## config.mk

```make
export PLATFORM = sky130hd
export DESIGN_NAME = smooth_hash_block_update
export DESIGN_NICKNAME = d
export VERILOG_FILES = /design/src/hw/rtl/shbu_pkg.sv /design/src/hw/rtl/shbu_modmul.sv /design/src/hw/rtl/smooth_hash_block_update.sv
export SDC_FILE = /design/constraint.sdc
export NUM_CORES = 2
export LEC_CHECK = 0
export ABC_CLOCK_PERIOD_IN_PS = 38300
export BUFFER_PORTS_ARGS = -buffer_cell sky130_fd_sc_hd__buf_2
export CELL_PAD_IN_SITES_DETAIL_PLACEMENT = 0
export CELL_PAD_IN_SITES_GLOBAL_PLACEMENT = 2
export CORE_MARGIN = 2
export CORE_UTILIZATION = 44
export CTS_BUF_LIST = sky130_fd_sc_hd__clkbuf_2
export DETAILED_ROUTE_END_ITERATION = 7
export PLACE_DENSITY = 0.93
export REMOVE_ABC_BUFFERS = 1
export SLEW_MARGIN = 20
export SYNTH_ARGS = -nofsm -noshare
export SYNTH_HDL_FRONTEND = slang
export SYNTH_SLANG_ARGS = --single-unit
```

## constraint.sdc

```tcl
create_clock -name clk -period 38.3 [get_ports clk]
set_input_delay 1.915 -clock clk [delete_from_list [all_inputs] [get_ports clk]]
set_output_delay 1.915 -clock clk [all_outputs]
set_load 0.01 [all_outputs]
```

## src/hw/rtl/shbu_pkg.sv

```systemverilog
// shared constants and the prime table of the smooth hash block update
`timescale 1ns / 1ps
package shbu_pkg;
  localparam int NUM_PRIMES = 43;
  localparam int MODULUS_BITS = 256;
  localparam int CNT_W = 9;
  localparam int IDX_W = 6;
  localparam int PRIME_W = 8;
  localparam int HASH_W = 64;
  localparam int TRUNC_W = 7;
  localparam int CFG_IDX_W = 8;
  localparam logic [CFG_IDX_W-1:0] REG_TRUNC_LEN = 8'd0;
  localparam logic [CFG_IDX_W-1:0] REG_MATCH_VALUE = 8'd1;
  localparam logic [MODULUS_BITS-1:0] MODULUS_N =
    256'hFFFFFFFFFFFFFFFF_FFFFFFFFFFFFFE4E_0000000000000000_000000000000AACD;

  function automatic logic [PRIME_W-1:0] prime_at(input logic [IDX_W-1:0] i);
    logic [PRIME_W-1:0] p;
    case (i)
      6'd0: p = 8'd2;     6'd1: p = 8'd3;     6'd2: p = 8'd5;     6'd3: p = 8'd7;
      6'd4: p = 8'd11;    6'd5: p = 8'd13;    6'd6: p = 8'd17;    6'd7: p = 8'd19;
      6'd8: p = 8'd23;    6'd9: p = 8'd29;    6'd10: p = 8'd31;   6'd11: p = 8'd37;
      6'd12: p = 8'd41;   6'd13: p = 8'd43;   6'd14: p = 8'd47;   6'd15: p = 8'd53;
      6'd16: p = 8'd59;   6'd17: p = 8'd61;   6'd18: p = 8'd67;   6'd19: p = 8'd71;
      6'd20: p = 8'd73;   6'd21: p = 8'd79;   6'd22: p = 8'd83;   6'd23: p = 8'd89;
      6'd24: p = 8'd97;   6'd25: p = 8'd101;  6'd26: p = 8'd103;  6'd27: p = 8'd107;
      6'd28: p = 8'd109;  6'd29: p = 8'd113;  6'd30: p = 8'd127;  6'd31: p = 8'd131;
      6'd32: p = 8'd137;  6'd33: p = 8'd139;  6'd34: p = 8'd149;  6'd35: p = 8'd151;
      6'd36: p = 8'd157;  6'd37: p = 8'd163;  6'd38: p = 8'd167;  6'd39: p = 8'd173;
      6'd40: p = 8'd179;  6'd41: p = 8'd181;  6'd42: p = 8'd191;
      default: p = 8'd0;
    endcase
    return p;
  endfunction
endpackage

```

## src/hw/rtl/shbu_modmul.sv

```systemverilog
// bit-serial modular multiplier, multiplier bits msb first, double then add
`timescale 1ns / 1ps
module shbu_modmul (
  input  logic                               clk,
  input  logic                               rst,
  input  logic                               start,
  input  logic [shbu_pkg::MODULUS_BITS-1:0]  a_in,
  input  logic [shbu_pkg::MODULUS_BITS-1:0]  b_in,
  input  logic [shbu_pkg::CNT_W-1:0]         len,
  output logic                               done,
  output logic [shbu_pkg::MODULUS_BITS-1:0]  result
);
  localparam int W = shbu_pkg::MODULUS_BITS;

  logic [W-1:0] acc;
  logic [W-1:0] a;
  logic [W-1:0] b;
  logic [shbu_pkg::CNT_W-1:0] cnt;
  logic busy;
  logic phase;
  logic [W:0] sum;
  logic [W+1:0] diff;
  logic [W-1:0] acc_next;

  // one shared add and reduce: doubling in phase 0, conditional add in phase 1
  always_comb begin
    if (phase) begin
      sum = {1'b0, acc} + {1'b0, (b[W-1] ? a : {W{1'b0}})};
    end else begin
      sum = {1'b0, acc} + {1'b0, acc};
    end
    diff = {1'b0, sum} - {2'b00, shbu_pkg::MODULUS_N};
    acc_next = diff[W+1] ? sum[W-1:0] : diff[W-1:0];
  end

  always_ff @(posedge clk) begin
    if (rst) begin
      busy <= 1'b0;
      phase <= 1'b0;
      done <= 1'b0;
    end else begin
      done <= 1'b0;
      if (start && !busy) begin
        busy <= 1'b1;
        phase <= 1'b0;
        acc <= '0;
        a <= a_in;
        b <= b_in;
        cnt <= len;
      end else if (busy) begin
        acc <= acc_next;
        phase <= ~phase;
        if (phase) begin
          b <= {b[W-2:0], 1'b0};
          cnt <= cnt - 1'b1;
          if (cnt == shbu_pkg::CNT_W'(1)) begin
            busy <= 1'b0;
            done <= 1'b1;
          end
        end
      end
    end
  end

  assign result = acc;
endmodule

```

## src/hw/rtl/smooth_hash_block_update.sv

```systemverilog
// smooth hash block update: x <- x^2 * prod(selected primes) mod n, hash out on last block
// steps: square x, then scan the block bits and multiply by the prime of each set bit, all on one bit-serial multiplier
// flow: one block at a time; the next block is taken once the previous one is done
// reset: running value 1, trunc_len 64, match_value 0, no result pending
`timescale 1ns / 1ps
module smooth_hash_block_update (
  input  logic         clk,
  input  logic         rst,
  input  logic         s_tvalid,
  output logic         s_tready,
  input  logic [47:0]  s_tdata,   // block_bits[42:0], zero fill
  input  logic         s_tlast,   // last_block
  output logic         m_tvalid,
  input  logic         m_tready,
  output logic [135:0] m_tdata,   // hash_top[63:0], truncated_hash[127:64], target_match[128]
  input  logic         cfg_valid,
  output logic         cfg_ready,
  input  logic [7:0]   cfg_index,
  input  logic [63:0]  cfg_data
);
  localparam int W = shbu_pkg::MODULUS_BITS;
  localparam int HW = shbu_pkg::HASH_W;

  typedef enum logic [2:0] {IDLE, SQ_START, SQ_WAIT, PR_SCAN, PR_WAIT, FINISH} state_t;

  state_t state;
  logic [W-1:0] x;
  logic [shbu_pkg::NUM_PRIMES-1:0] blk;
  logic lst;
  logic [shbu_pkg::IDX_W-1:0] idx;
  logic [shbu_pkg::TRUNC_W-1:0] trunc_len;
  logic [HW-1:0] match_value;
  logic mul_start;
  logic [W-1:0] mul_b;
  logic [shbu_pkg::CNT_W-1:0] mul_len;
  logic mul_done;
  logic [W-1:0] mul_res;
  logic [HW-1:0] top;
  logic [shbu_pkg::TRUNC_W-1:0] t_eff;
  logic [HW-1:0] tr;
  logic res_load;

  shbu_modmul u_mul (
    .clk(clk), .rst(rst), .start(mul_start), .a_in(x), .b_in(mul_b),
    .len(mul_len), .done(mul_done), .result(mul_res)
  );

  always_comb begin
    top = x[W-1:W-HW];
    if (trunc_len == '0) begin
      t_eff = shbu_pkg::TRUNC_W'(1);
    end else if (trunc_len > shbu_pkg::TRUNC_W'(HW)) begin
      t_eff = shbu_pkg::TRUNC_W'(HW);
    end else begin
      t_eff = trunc_len;
    end
    tr = top >> (shbu_pkg::TRUNC_W'(HW) - t_eff);
  end

  assign s_tready = (state == IDLE);
  assign cfg_ready = 1'b1;
  assign res_load = (state == FINISH) && lst && (!m_tvalid || m_tready);

  always_ff @(posedge clk) begin
    if (rst) begin
      state <= IDLE;
      x <= W'(1);
      trunc_len <= shbu_pkg::TRUNC_W'(HW);
      match_value <= '0;
      mul_start <= 1'b0;
      m_tvalid <= 1'b0;
    end else begin
      mul_start <= 1'b0;
      if (res_load) begin
        m_tvalid <= 1'b1;
      end else if (m_tvalid && m_tready) begin
        m_tvalid <= 1'b0;
      end
      if (cfg_valid) begin
        if (cfg_index == shbu_pkg::REG_TRUNC_LEN) begin
          trunc_len <= cfg_data[shbu_pkg::TRUNC_W-1:0];
        end else if (cfg_index == shbu_pkg::REG_MATCH_VALUE) begin
          match_value <= cfg_data;
        end
      end
      case (state)
        IDLE: begin
          if (s_tvalid) begin
            blk <= s_tdata[shbu_pkg::NUM_PRIMES-1:0];
            lst <= s_tlast;
            state <= SQ_START;
          end
        end
        SQ_START: begin
          mul_b <= x;
          mul_len <= shbu_pkg::CNT_W'(W);
          mul_start <= 1'b1;
          idx <= '0;
          state <= SQ_WAIT;
        end
        SQ_WAIT: begin
          if (mul_done) begin
            x <= mul_res;
            state <= PR_SCAN;
          end
        end
        PR_SCAN: begin
          if (idx == shbu_pkg::IDX_W'(shbu_pkg::NUM_PRIMES)) begin
            state <= FINISH;
          end else if (blk[idx]) begin
            // prime sits in the top byte so only its 8 bits are walked
            mul_b <= {shbu_pkg::prime_at(idx), {(W-shbu_pkg::PRIME_W){1'b0}}};
            mul_len <= shbu_pkg::CNT_W'(shbu_pkg::PRIME_W);
            mul_start <= 1'b1;
            state <= PR_WAIT;
          end else begin
            idx <= idx + 1'b1;
          end
        end
        PR_WAIT: begin
          if (mul_done) begin
            x <= mul_res;
            idx <= idx + 1'b1;
            state <= PR_SCAN;
          end
        end
        FINISH: begin
          if (!lst) begin
            state <= IDLE;
          end else if (res_load) begin
            m_tdata <= {7'd0, (tr == match_value), tr, top};
            x <= W'(1);
            state <= IDLE;
          end
        end
        default: state <= IDLE;
      endcase
    end
  end
endmodule

```

After elaboration in Yosys (flattened, before gate mapping) --
Memories as Yosys holds them, arrays and structs flattened. A register that Yosys moved wholly into a read port is not among the register bits. Cells that the tools add are included.
Operators by class: $add $sub $neg 6, multiply operators 0, divide/modulo/power cells 0, $lt $le $gt $ge 2, equality and inequality tests 19, shift operators 1, mux-type cells 46, bitwise gates (word level) 4, reduce and logical (&&, ||, !) cells 30
Operator list (number):
- $mux W256 | 11
- $pmux W256 S2 | 2
- $add A256 B256 Y257 | 2
- $sub A257 B256 Y258 const B | 1
- $mux W257 | 1
- $eq A64 B64 Y1 | 1
- $shr A64 B7 Y64 | 1
- $mux W9 | 5
- $mux W6 | 4
- $mux W3 | 6
- $pmux W6 S3 | 1
- $pmux W9 S2 | 1
- $reduce_and A4 Y1 | 4
- $pmux W3 S5 | 1
- $mux W7 | 2
- $ne A2 B2 Y1 const B | 6
- $mux W1 | 10
- $reduce_bool A2 Y1 | 5
- $eq A9 B1 Y1 const B | 1
- $reduce_and A3 Y1 | 3
- $sub A9 B1 Y9 const B | 1
- $eq A8 B1 Y1 const B | 1
- $logic_not A8 Y1 | 1
- $gt A7 B7 Y1 const B | 1
- 22 further kinds | 36
Storage, ports and cells: register bits 1556, bits in latches 0, bits in writable memories 0, bits in read-only memories 512, input port bits 126, output and inout port bits 139, memories 1
Memory list:
- (no name shown) | depth 64, bits a word 8, rd ports 1, clocked after memory_dff 1, write ports 0, RTL line shbu_pkg.sv:19 | case (i)

Logic depth before layout (Yosys ltp) --
word-level depth 6, gate-level depth with buffers 31, gate-level depth less buffers 21

Hierarchy --
From an unflattened synthesis, not the netlist that was laid out.
Second synthesis, totals: cells, all modules 11608, area, all modules 100465.1 µm²
Modules (own cells, without submodules):
- shbu_modmul | times used 1, cells an instance 8293, area an instance 65736.8 µm², sequential area each 23392.4 µm²
- smooth_hash_block_update | times used 1, cells an instance 3315, area an instance 34728.3 µm², sequential area each 19929.1 µm²

Worst setup path before layout --
Ideal clock, no wire load.
path type input-to-reg, from input port rst, to register mul_b[0] (enable), setup time 1.246 ns, arrival 20.866 ns, required time 37.054 ns, setup slack 16.188 ns, stages 3, buffers on the path 1, path through clkbuf_1 a21oi_1 nor3b_1
Between the ends: longest elaborated chain between the ends 2
Ends and longest elaborated chain:
- from (decl) | RTL line smooth_hash_block_update.sv:8 | input logic rst,
- $not A1 Y1 (no line)
- $reduce_and A4 Y1 (no line)
- to (signal assigned) | RTL line smooth_hash_block_update.sv:112 | mul_b <= {shbu_pkg::prime_at(idx), {(W-shbu_pkg::PRIME_W){1'b0}}};
- to (decl) | RTL line smooth_hash_block_update.sv:34 | logic [W-1:0] mul_b;
No other way between the ends. A chain may end at the register's enable or synchronous reset.

Worst setup path after layout --
from register u_mul.phase, to register u_mul.acc[144], in the netlist u_mul.result[144] (data pin)
Between the ends: longest elaborated chain between the ends 4
Ends and longest elaborated chain:
- from (decl) | RTL line shbu_modmul.sv:20 | logic phase;
- from (signal assigned) | RTL line shbu_modmul.sv:52 | phase <= ~phase;
- $mux W257 * | RTL line shbu_modmul.sv:27 | if (phase) begin
- $sub A257 B256 Y258 | RTL line shbu_modmul.sv:32 | diff = {1'b0, sum} - {2'b00, shbu_pkg::MODULUS_N};
- $mux W256 * | RTL line shbu_modmul.sv:33 | acc_next = diff[W+1] ? sum[W-1:0] : diff[W-1:0];
- $mux W256 * | RTL line shbu_modmul.sv:50 | end else if (busy) begin
- to (signal assigned) | RTL line shbu_modmul.sv:51 | acc <= acc_next;
- to (decl) | RTL line shbu_modmul.sv:15 | logic [W-1:0] acc;
Every way passes the cells marked *; elsewhere a longest branch is shown, timed or not. The select of a mux whose other input is x is not followed.

==> flow_metrics.env <==
export IMPL_regToRegStartpoint="u_mul.phase$_SDFFE_PP0P_"
export IMPL_start_kind="flop"
export IMPL_criticalPathCategory="reg -> reg"
export IMPL_wl_met2_um=193000
export IMPL_synth_flop_cell="edfxtp_1"
export IMPL_maxCapViolations=0
export IMPL_highest_layer="met5"
export IMPL_vias=98100
export IMPL_worst_path_max_delay_cell="a2111oi_1"
export IMPL_avgSynthCellArea_sq_um=8.61
export IMPL_p_leak_nw=38.4
export IMPL_multi_input_area_sq_um=53100
export IMPL_async_flop_share_pct=0
export IMPL_grt_max_degree=153
export IMPL_fin_ws_ns=25.56
export IMPL_grt_pass1_vias=91800
export IMPL_final_cell_mix="nand2_1, a21oi_1, edfxtp_1"
export IMPL_h_tree_depth=5
export IMPL_antenna_found_initial=26
export IMPL_io_buffer_count=251
export IMPL_gp_congestion=1.12
export IMPL_core_area_sq_um=227000
export IMPL_nFillCells=22300
export IMPL_ios=265
export IMPL_power_density_nw_per_um2=86.5
export IMPL_setup_viol=0
export IMPL_timing_critical_path_cells="and2_4 -> buf_4 -> buf_4 -> nand2_1 -> o21ai_0 -> ha_1 -> nand4_1 -> nor4_1 -> nand3_1 -> a2111oi_1 -> a221oi_1 -> nor2_1 -> a221o_1 -> nor3_1 -> a211oi_1 -> buf_4 -> nand3_1 -> nor4_1 -> nor4b_4 -> a41oi_4 -> buf_4 -> buf_4 -> o21ai_0 -> a21oi_1"
export IMPL_dr_wl_met3_um=42600
export IMPL_fin_worst_skew_ns=0.353
export IMPL_ir_drop_mv=0.0483
export IMPL_cts_repair_resized=0
export IMPL_cpPeakStageDelay_ns=1.35
export IMPL_clock_path_buffers=4
export IMPL_initial_utilization_pct=44.2
export IMPL_grt_total_usage_pct=37.4
export IMPL_wl_met1_um=187000
export IMPL_crit_path_frequent_cell="buf_4"
export IMPL_yosysWarnings=0
export IMPL_final_common_cell="nand2_1"
export IMPL_synth_seq_cells=1557
export IMPL_fp_row_count=175
export IMPL_grt_pass1_wl_um=639000
export IMPL_reg2reg_slack_ns=25.56
export IMPL_dp_cells=14400
export IMPL_cts_buffers=412
export IMPL_crit_path_start="u_mul.phase$_SDFFE_PP0P_"
export IMPL_hp_class="in -> reg"
export IMPL_drive_above_1_share_pct=11.6
export IMPL_holdCritStartpoint="cfg_data[5]"
export IMPL_drc=0
export IMPL_required_ns=39.83
export IMPL_drtIter0Drc=12000
export IMPL_dieArea_sq_um=232000
export IMPL_path_clk_slew_ns=0.11
export IMPL_post_route_min_period_ns=12.74
export IMPL_synth_edff_count=1214
export IMPL_synth_cells=11600
export IMPL_worstPathMaxFanout=79
export IMPL_worst_pin_slew_ns=1.40
export IMPL_routedWlPerCell_um=29.4
export IMPL_routed_via_density=6.43
export IMPL_die_w_um=481
export IMPL_finalSetupTns_ns=0
export IMPL_pre_cts_ws_ns=26.47
export IMPL_seqCellArea_sq_um=43300
export IMPL_clock_sinks=1557
export IMPL_ys_types=119
export IMPL_area_delta_synth_final_pct=8.58
export IMPL_yosysSeqAreaShare_pct=43.2
export IMPL_crit_path_end_kind="flop"
export IMPL_hpwl_um=358000
export IMPL_fmax_mhz=78.5
export IMPL_grt_overflow=0
export IMPL_status="completed"
export IMPL_final_cells=15200
export IMPL_cp_arrival_ns=14.27
export IMPL_fp_dieH_um=481
export IMPL_clk_latency_ns=2.05
export IMPL_finalHoldViolCount=0
export IMPL_fin_crit_sh_pct=33.3
export IMPL_timing_max_slew_rel_slack_pct=6.48
export IMPL_wl_um=449000
export IMPL_cts_root_buf="clkbuf_2"
export IMPL_first_pass_iters=8
export IMPL_cts_tree="built"
export IMPL_ant_nets=0
export IMPL_syn_cell_area_sq_um=100000
export IMPL_slew_violations=0
export IMPL_nets=12300
export IMPL_grt_setup_unrepaired="false"
[synth_stat cells (129+ instances only)]
cell	instances	share of area, %
nand2_1	2135	8.0
a21oi_1	1224	6.1
edfxtp_1	1214	36
o21ai_0	723	3.6
nor2_1	682	2.6
nand3_1	509	2.5
clkbuf_1	473	1.8
and2_1	357	2.2
inv_1	351	1.3
dfxtp_1	343	6.8
nand4_1	333	2.1
ha_1	271	3.4
nor3_1	216	1.1
mux2i_1	205	2.0
o31ai_1	189	1.4
or4_1	177	1.3
nor4_1	169	1.1
buf_2	153	0.76
or3_1	129	0.80
[timing repair]
item | CTS | global route
setup buffers | 0 | 0
hold buffers | 83 | 0
hold endpoints to repair | 84 | 0
[logic make-up after synthesis]
| logic type | after synthesis | synth area share (%) |
|---|---|---|
| fa+ha+maj | 272 | 3.40 |
| compound gates | 3131 | 19.1 |
| mux | 254 | 2.93 |
| simple gates | 5158 | 25.2 |
| xor+xnor | 217 | 1.89 |
| other cells | 2 | 0.00749 |
| buf+inv | 1056 | 4.33 |
| flops | 1557 | 43.2 |
[critical path: cells and delay by family (launching register included)]
family | cells | cell delay (ns)
simple gates | 10 | 4.82
buf+inv | 5 | 2.24
fa+ha+maj | 1 | 0.45
compound gates | 8 | 3.86
flops | 1 | 0.58
[registers in the layout, summed over array words and instances, names as in the netlist, 9 cells and up, named ones only]
signal	count
x	256
u_mul.b	256
m_tdata	129
u_mul.cnt	9
blk	43
mul_b	256
match_value	64
u_mul.a	256
u_mul.result	256
[routing by layer]
| layer | global-route usage, % | up-vias |
|---|---|---|
| li1 | - | 44000 |
| met1 | 50.1 | 48100 |
| met2 | 56.3 | 4950 |
| met3 | 9.01 | 1004 |
| met4 | 18.6 | 12 |
| met5 | 0 | - |
[final timing paths]
path,endpoint,cells past startpoint
worst max-delay path,u_mul.result[144]$_SDFFCE_PP0P_,24
worst max register to register,u_mul.result[144]$_SDFFCE_PP0P_,24
worst min register to register,u_mul.b[212]$_DFFE_PP_,2
worst min-delay path,match_value[5]$_SDFFE_PP0P_,3
[per-stage QoR]
stage | hold WS (ns) | instance area [sq um] | total power, W | utilization, %
floorplan | 0.422 | 97300 | 0.00585 | -
global placement | 0.427 | 104000 | 0.00793 | 45.9
detailed placement | 0.435 | 104000 | 0.00798 | 45.9
CTS | 0.000918 | 109000 | 0.00919 | 47.9
global route | 0.0304 | 109000 | 0.00980 | 48.0
finish | 0.196 | 109000 | 0.00942 | 48.0
[where the power goes]
part / switching, W / leakage (nW) / internal [W]
clock network: 0.000714 / 2.88 / 0.000460
registers: 0.000123 / 14.1 / 0.00219
logic: 0.00437 / 21.5 / 0.00156
[final cells by class]
class                      count  share of cell area [%]
tap                         3009                    3.46
timing repair buffer         528                    3.35
sequential                  1557                    39.8
antenna                       20                  0.0460
inverter                     351                    1.21
clock buffer                 638                    2.93
multi-input combinational   9040                    48.8
clock inverter               103                   0.461
Note: power is estimated with default switching activity, not from simulation.
